## src/rtl/hsv_pkg.sv

```systemverilog
// Shared types and constants for the HSV to RGB converter.
// No dependencies; imported by every module of the block.
`default_nettype none

package hsv_pkg;

   // Pipeline depth, counting the output register
   localparam int NUM_STAGES = 7;

   // Hue wrap: hue + 6 turns, then mod 5760 = (upper bits mod 90) : low 6 bits
   localparam logic [16:0] HUE_OFFSET  = 17'd34560;
   localparam logic [6:0]  DEG_STEPS   = 7'd90;
   localparam logic [9:0]  DEG_RECIP   = 10'((1 << 16) / 90);
   localparam logic [9:0]  SECTOR_SPAN = 10'd960;

   // Component numerator full scale is 255*255*960, byte = N / (255*960)
   localparam logic [17:0] FULL_DIV  = 18'd244800;
   localparam logic [11:0] OUT_DIV   = 12'd3825;
   localparam logic [20:0] OUT_RECIP = 21'((64'd1 << 32) / 64'd3825);

   typedef struct packed {
      logic signed [15:0] hue;
      logic [7:0]         saturation;
      logic [7:0]         brightness_value;
   } hsv_req_type;

   typedef struct packed {
      logic [7:0]  red;
      logic [7:0]  green;
      logic [7:0]  blue;
      logic [23:0] packed_color;
   } hsv_rsp_type;

endpackage

`default_nettype wire

```

## src/rtl/hsv_to_rgb_converter_unit.sv

```systemverilog
// HSV to RGB converter. Takes hue (1/16 degree, signed, wrapped modulo 360 deg),
// saturation and value (255 = 1.0) and returns truncated 8-bit red, green, blue
// and the packed 24-bit color. Fully pipelined: one beat per clock while the
// response is not stalled, through seven register stages (hue wrap, remainder,
// sector split, chroma products, numerators, reciprocal estimate, byte
// correction). A stalled response holds only the full stages with no empty stage
// ahead of them; the other stages keep moving. Stateless, no configuration.
// Depends on hsv_pkg, hsv_hue_split, hsv_comp_mix and hsv_byte_div.
`default_nettype none

module hsv_to_rgb_converter_unit
   import hsv_pkg::*;
(
   input  logic        clock,
   input  logic        reset,
   input  logic        req_valid,
   output logic        req_stall,
   input  hsv_req_type req_data,
   output logic        rsp_valid,
   input  logic        rsp_stall,
   output hsv_rsp_type rsp_data
);

   logic [NUM_STAGES-1:0] valid_ff;
   logic [NUM_STAGES-1:0] load;
   logic [2:0]  sector;
   logic [9:0]  frac;
   logic [25:0] red_num, green_num, blue_num;
   logic [7:0]  red, green, blue;

   // a stage loads when it is empty or the stage after it moves
   always_comb begin
      load[NUM_STAGES-1] = !valid_ff[NUM_STAGES-1] || !rsp_stall;
      for (int k = NUM_STAGES - 2; k >= 0; k--) begin
         load[k] = !valid_ff[k] || load[k+1];
      end
   end

   always_ff @(posedge clock) begin
      if (reset) begin
         valid_ff <= '0;
      end else begin
         if (load[0]) begin
            valid_ff[0] <= req_valid;
         end
         for (int k = 1; k < NUM_STAGES; k++) begin
            if (load[k]) begin
               valid_ff[k] <= valid_ff[k-1];
            end
         end
      end
   end

   assign req_stall = !load[0];
   assign rsp_valid = valid_ff[NUM_STAGES-1];

   hsv_hue_split u_split (
      .clock    (clock),
      .stage_en (load[2:0]),
      .hue      (req_data.hue),
      .sector   (sector),
      .frac     (frac)
   );

   hsv_comp_mix u_mix (
      .clock            (clock),
      .stage_en         (load[4:0]),
      .saturation       (req_data.saturation),
      .brightness_value (req_data.brightness_value),
      .sector           (sector),
      .frac             (frac),
      .red_num          (red_num),
      .green_num        (green_num),
      .blue_num         (blue_num)
   );

   hsv_byte_div u_div_red (
      .clock    (clock),
      .stage_en (load[6:5]),
      .num      (red_num),
      .byte_out (red)
   );

   hsv_byte_div u_div_green (
      .clock    (clock),
      .stage_en (load[6:5]),
      .num      (green_num),
      .byte_out (green)
   );

   hsv_byte_div u_div_blue (
      .clock    (clock),
      .stage_en (load[6:5]),
      .num      (blue_num),
      .byte_out (blue)
   );

   assign rsp_data.red          = red;
   assign rsp_data.green        = green;
   assign rsp_data.blue         = blue;
   assign rsp_data.packed_color = {red, green, blue};

endmodule

`default_nettype wire

```

## src/rtl/hsv_hue_split.sv

```systemverilog
// Hue wrap and sector split: three register stages from raw hue to sector and fraction.
// Depends on hsv_pkg.
`default_nettype none

module hsv_hue_split
   import hsv_pkg::*;
(
   input  logic               clock,
   input  logic [2:0]         stage_en,
   input  logic signed [15:0] hue,
   output logic [2:0]         sector,
   output logic [9:0]         frac
);

   logic [16:0] hue_pos;
   logic [21:0] quot_prod;
   logic [10:0] deg_in,  deg_ff;
   logic [5:0]  lo1_ff,  lo2_ff;
   logic [3:0]  quot_in, quot_ff;
   logic [7:0]  rem_in,  rem_ff;
   logic [6:0]  deg_mod;
   logic [12:0] hue_wrap;
   logic [2:0]  sector_in, sector_ff;
   logic [12:0] base;
   logic [9:0]  frac_in, frac_ff;

   // stage 1: coarse quotient of (hue_pos>>6)/90, may be one low
   assign hue_pos   = {hue[15], hue} + HUE_OFFSET;
   assign deg_in    = hue_pos[16:6];
   assign quot_prod = 22'(deg_in) * 22'(DEG_RECIP);
   assign quot_in   = quot_prod[19:16];

   // stage 2: remainder, below 180
   assign rem_in = 8'(deg_ff - 11'(quot_ff) * 11'(DEG_STEPS));

   // stage 3: fix remainder, pick sector
   always_comb begin
      deg_mod  = (rem_ff >= 8'(DEG_STEPS)) ? 7'(rem_ff - 8'(DEG_STEPS)) : rem_ff[6:0];
      hue_wrap = {deg_mod, lo2_ff};
      if (hue_wrap >= 13'(5 * SECTOR_SPAN)) begin
         sector_in = 3'd5;
      end else if (hue_wrap >= 13'(4 * SECTOR_SPAN)) begin
         sector_in = 3'd4;
      end else if (hue_wrap >= 13'(3 * SECTOR_SPAN)) begin
         sector_in = 3'd3;
      end else if (hue_wrap >= 13'(2 * SECTOR_SPAN)) begin
         sector_in = 3'd2;
      end else if (hue_wrap >= 13'(SECTOR_SPAN)) begin
         sector_in = 3'd1;
      end else begin
         sector_in = 3'd0;
      end
      base    = 13'(sector_in) * 13'(SECTOR_SPAN);
      frac_in = 10'(hue_wrap - base);
   end

   always_ff @(posedge clock) begin
      if (stage_en[0]) begin
         deg_ff  <= deg_in;
         quot_ff <= quot_in;
         lo1_ff  <= hue_pos[5:0];
      end
      if (stage_en[1]) begin
         rem_ff <= rem_in;
         lo2_ff <= lo1_ff;
      end
      if (stage_en[2]) begin
         sector_ff <= sector_in;
         frac_ff   <= frac_in;
      end
   end

   assign sector = sector_ff;
   assign frac   = frac_ff;

endmodule

`default_nettype wire

```

## src/rtl/hsv_comp_mix.sv

```systemverilog
// Chroma products and per-component numerators: five register stages.
// Depends on hsv_pkg; sector and fraction come from hsv_hue_split.
`default_nettype none

module hsv_comp_mix
   import hsv_pkg::*;
(
   input  logic        clock,
   input  logic [4:0]  stage_en,
   input  logic [7:0]  saturation,
   input  logic [7:0]  brightness_value,
   input  logic [2:0]  sector,
   input  logic [9:0]  frac,
   output logic [25:0] red_num,
   output logic [25:0] green_num,
   output logic [25:0] blue_num
);

   // p = v*s, vb = v*255*960 (value at full scale)
   logic [15:0] p1_ff, p2_ff, p3_ff;
   logic [25:0] vb1_ff, vb2_ff, vb3_ff, vb4_ff;
   logic [25:0] px_ff, pnx_ff, pc_ff;
   logic [2:0]  sector4_ff;
   logic [25:0] red_in, green_in, blue_in;
   logic [25:0] red_ff, green_ff, blue_ff;
   logic [25:0] sub_r, sub_g, sub_b;

   // stage 5: component = vb minus the chroma part it does not get
   //   c -> 0, x -> p*(960-f), c-x -> p*f, zero -> p*960
   always_comb begin
      case (sector4_ff)
         3'd0: begin
            sub_r = '0;     sub_g = pnx_ff; sub_b = pc_ff;
         end
         3'd1: begin
            sub_r = px_ff;  sub_g = '0;     sub_b = pc_ff;
         end
         3'd2: begin
            sub_r = pc_ff;  sub_g = '0;     sub_b = pnx_ff;
         end
         3'd3: begin
            sub_r = pc_ff;  sub_g = px_ff;  sub_b = '0;
         end
         3'd4: begin
            sub_r = pnx_ff; sub_g = pc_ff;  sub_b = '0;
         end
         default: begin
            sub_r = '0;     sub_g = pc_ff;  sub_b = px_ff;
         end
      endcase
      red_in   = vb4_ff - sub_r;
      green_in = vb4_ff - sub_g;
      blue_in  = vb4_ff - sub_b;
   end

   always_ff @(posedge clock) begin
      if (stage_en[0]) begin
         p1_ff  <= 16'(saturation) * 16'(brightness_value);
         vb1_ff <= 26'(brightness_value) * 26'(FULL_DIV);
      end
      if (stage_en[1]) begin
         p2_ff  <= p1_ff;
         vb2_ff <= vb1_ff;
      end
      if (stage_en[2]) begin
         p3_ff  <= p2_ff;
         vb3_ff <= vb2_ff;
      end
      if (stage_en[3]) begin
         px_ff      <= 26'(p3_ff) * 26'(frac);
         pnx_ff     <= 26'(p3_ff) * 26'(SECTOR_SPAN - frac);
         pc_ff      <= 26'(p3_ff) * 26'(SECTOR_SPAN);
         vb4_ff     <= vb3_ff;
         sector4_ff <= sector;
      end
      if (stage_en[4]) begin
         red_ff   <= red_in;
         green_ff <= green_in;
         blue_ff  <= blue_in;
      end
   end

   assign red_num   = red_ff;
   assign green_num = green_ff;
   assign blue_num  = blue_ff;

endmodule

`default_nettype wire

```

## src/rtl/hsv_byte_div.sv

```systemverilog
// Numerator to byte: floor(num / 244800) by reciprocal multiply and one correction.
// Two register stages, the second is the output byte. Depends on hsv_pkg.
`default_nettype none

module hsv_byte_div
   import hsv_pkg::*;
(
   input  logic        clock,
   input  logic [1:0]  stage_en,
   input  logic [25:0] num,
   output logic [7:0]  byte_out
);

   logic [19:0] n_in, n_ff;
   logic [40:0] prod;
   logic [7:0]  q_in, q_ff;
   logic [19:0] rem;
   logic [7:0]  byte_in, byte_ff;

   // low 6 bits of 244800 = 64*3825 drop out by shifting
   assign n_in = num[25:6];
   assign prod = 41'(n_in) * 41'(OUT_RECIP);
   assign q_in = prod[39:32];

   // estimate is exact or one low
   assign rem     = n_ff - 20'(q_ff) * 20'(OUT_DIV);
   assign byte_in = (rem >= 20'(OUT_DIV)) ? q_ff + 8'd1 : q_ff;

   always_ff @(posedge clock) begin
      if (stage_en[0]) begin
         n_ff <= n_in;
         q_ff <= q_in;
      end
      if (stage_en[1]) begin
         byte_ff <= byte_in;
      end
   end

   assign byte_out = byte_ff;

endmodule

`default_nettype wire

```

## config.mk

```make
export PLATFORM = sky130hd
export DESIGN_NAME = hsv_to_rgb_converter_unit
export DESIGN_NICKNAME = d
export VERILOG_FILES = /design/src/rtl/hsv_pkg.sv /design/src/rtl/hsv_to_rgb_converter_unit.sv /design/src/rtl/hsv_hue_split.sv /design/src/rtl/hsv_comp_mix.sv /design/src/rtl/hsv_byte_div.sv
export SDC_FILE = /design/constraint.sdc
export NUM_CORES = 2
export LEC_CHECK = 0
export BUFFER_PORTS_ARGS = -buffer_cell sky130_fd_sc_hd__clkbuf_2
export CAP_MARGIN = 0
export CORE_AREA = 2 2 346 348
export DETAILED_ROUTE_END_ITERATION = 10
export DIE_AREA = 0 0 348 350
export GPL_TIMING_DRIVEN = 1
export PLACE_DENSITY = 0.65
export SYNTH_ARGS = -nofsm -noshare
export SYNTH_HDL_FRONTEND = slang
export SYNTH_SLANG_ARGS = --single-unit
```

## constraint.sdc

```tcl
create_clock -name clock -period 13.4 [get_ports clock]
set_input_delay 2.01 -clock clock [delete_from_list [all_inputs] [get_ports clock]]
set_output_delay 2.01 -clock clock [all_outputs]
set_load 0.05 [all_outputs]
```

==> results by group <==
GRT
  • Total grt overflow: 0
  • First-pass GRT wire length: 205 mm
  • Vias in the first global route: 40100
  • Tot GR Track Use: 20.9%
  • Largest net degree at the start of global routing: 76
  • Initial antenna violation count: 0

Routing
  • Routed via count: 37900
  • Post-DR vias/cell: 5.25
  • DRT Wirelength: 123 mm
  • Routed wire per std cell: 17.0 um
  • DRC: 0
  • Detailed Route Iter0 Violations: 1718
  • DRT Pass-1 Iters: 7
  • ANT nets after route: 0

Finish
  • Area Growth Syn to Fin: 6.58%
  • Filler Cell Count: 10300
  • Design Area, Final: 0.0626 mm2
  • Share of cells above drive strength 1: 4.52%
  • Nets: 7528
  • Fin cells: 7206

Flow run
  • Total of max-cap violations: 0

Clock network
  • Worst-Skew Late Latency: 0.64 ns
  • CTS root buf: clkbuf_16
  • Clk pin slew, worst setup/hold paths: 0.07 ns
  • CTS tree: done
  • Hold_buf cts: 0
  • Total CTS buffers: 51
  • Htree depth: 2
  • Setup repair bufs after CTS: 0
  • Post-cts resize count: 0
  • # clock sinks: 422
  • Clock Tree Buf Depth: 3

Placed design
  • Placed Cells: 7109
  • GP Congestion: 0.898
  • IO Port Bufs: 85
  • HPWL after DPL: 101 mm
  • Placed Instance Area: 0.0609 mm2

Setup path
  • Worst EP required: 13.77 ns
  • CP top delay family: adder cells
  • CP most frequent cell: fa_1
  • Critical Path AT: 9.14 ns
  • CP endpoint kind: register
  • CP peak stage delay: 0.65 ns
  • Slowest cell on crit path: edfxtp_1
  • Critical path class: register to register
  • Startpoint type of the worst setup path: register
  • CP bufs+invs: 5
  • Crit-path max FO: 18

STA
  • Slew @ Worst Pin: 1.16 ns
  • Worst hold margin: 0.413 ns
  • Worst slew margin: 22.8%
  • Slew Viols, Final: 0
  • # setup viols final: 0
  • Final period demand of the worst path: 8.77 ns
  • Worst clock skew: 0.0143 ns
  • Unrepaired setup endpoints after global routing: no
  • Final hold vios: 0
  • Period utilization: 65.4%
  • Setup TNS: 0 ns
  • Fmax: 114 MHz

Floorplan
  • Die ar.: 0.122 mm2
  • Core box area: 0.118 mm2
  • Die X: 348 um
  • Row count: 126
  • Die height: 350 um
  • Initial Util: 49.9%
  • IO Count: 86

Logic synthesis
  • Post-Syn Area per Cell: 10.6 um2
  • Post-synth EDFFs: 415
  • FFs w/ async S/R, synth: 0%
  • Synth cell types: 79
  • Mapped Cells: 5567
  • Mapped Nets: 7469
  • Yosys warning count: 0
  • Top FF cell, synth: edfxtp_1
  • Synthesis-stage register bit count: 422
  • Mapped cell area: 0.0588 mm2
  • Post-synthesis sequential area ratio: 21.4%

Min path
  • Worst Hold Class: register to register

Status
  • Status: complete, no violations
-- placed cells by master, fill, tap and decap left out, drive strengths merged, types with 8 or more instances in the layout --
master	netlist	routed
a2111oi	13	13
a211o	8	8
a211oi	30	30
a21boi	13	13
a21o	70	70
a21oi	169	169
a221o	20	20
a222oi	21	21
a22o	21	21
a22oi	23	23
a31o	8	8
a31oi	18	18
and2	205	205
and3	31	31
buf	32	38
clkbuf	85	141
clkinv	0	18
clkinvlp	0	11
edfxtp	415	415
fa	781	781
ha	1085	1085
inv	1266	1273
mux2i	8	8
nand2	287	287
nand2b	28	28
nand3	47	47
nand4	21	21
nor2	185	185
nor2b	30	30
nor3	61	61
o211ai	14	14
o21a	35	35
o21ai	115	115
o21bai	30	30
or2	18	18
or3	23	23
xnor2	178	178
xor2	72	72
-- cells by family (layout without fill, tap and decap cells) --
logic type / count (synthesis) / count (layout) / synth area share [%]
adders and majority gates: 1867 / 1867 / 49.7
buffers and inverters: 1383 / 1485 / 8.99
and+or+nand+nor: 968 / 968 / 8.17
AOI/OAI and AO/OA: 666 / 666 / 7.73
DFF: 422 / 422 / 21.4
xor gates and xnor gates: 250 / 250 / 3.73
muxes: 11 / 11 / 0.194
other: 0 / 1 / 0
-- per-stage QoR --
stage,utilization (%),worst slack (ns)
floorplan,-,5.55
global placement,51.7,4.80
detailed placement,51.7,4.70
CTS,53.2,4.72
global route,53.2,4.33
finish,53.2,4.63
-- layout make-up --
class	count	area, um2	area share [%]
timing repair buffer	123	711	1.13
multi-input combinational	3762	40900	65.3
antenna	1	2.50	0.00400
clock inverter	40	388	0.619
inverter	1266	4750	7.59
clock buffer	56	1340	2.14
tap	1536	1920	3.07
sequential	422	12600	20.1
-- cells in the mapped netlist (24+ instances only) --
cell      number  area share (%)
o21bai_1      30            0.38
o21a_1        35            0.45
o21ai_0      114            0.97
nand2b_1      27            0.29
and2_1       205             2.2
a211oi_1      29            0.37
a21oi_1      169             1.4
edfxtp_1     415              21
xor2_1        72             1.1
buf_4         24            0.31
nand2_1      287             1.8
a21o_1        70            0.89
clkbuf_1      85            0.54
fa_1         781              27
and3_1        31            0.33
nand3_1       47            0.40
nor2_1       185             1.2
xnor2_1      178             2.7
nor3_1        61            0.52
ha_1        1085              23
inv_1       1266             8.1
nor2b_1       30            0.32
-- state kept, by name (all words and copies together), names as in the netlist, 20 cells and up --
signal / flops
u_div_green.n_ff: 20
u_mix.pc_ff: 20
u_mix.green_num: 20
u_div_blue.n_ff: 20
u_mix.vb3_ff: 20
u_mix.vb4_ff: 20
u_mix.red_num: 20
u_div_red.n_ff: 20
u_mix.px_ff: 25
u_mix.vb1_ff: 20
u_mix.blue_num: 20
u_mix.vb2_ff: 20
u_mix.pnx_ff: 26
-- worst paths after layout --
path                        start               end  slack (ns)  depth (start not counted)
setup / recovery  u_split.frac[4]  u_mix.pnx_ff[25]        4.63                         26
hold / removal     u_mix.p2_ff[6]    u_mix.p3_ff[6]        0.41                          0
setup reg to reg  u_split.frac[4]  u_mix.pnx_ff[25]        4.63                         26
hold reg to reg    u_mix.p2_ff[6]    u_mix.p3_ff[6]        0.41                          0
-- metal layers --
| metal | vias to the layer above | routed length [um] | GRT usage [%] |
|---|---|---|---|
| met2 | 622 | 60000 | 36.9 |
| li1 | 18300 | - | - |
| met4 | 0 | 2890 | 5.25 |
| met1 | 18700 | 55400 | 27.7 |
| met3 | 143 | 4270 | 2.14 |
| met5 | - | 0 | 0 |
Power is not shown: default switching activity piles up to over one toggle a cycle in this logic, so the estimate is an artifact.
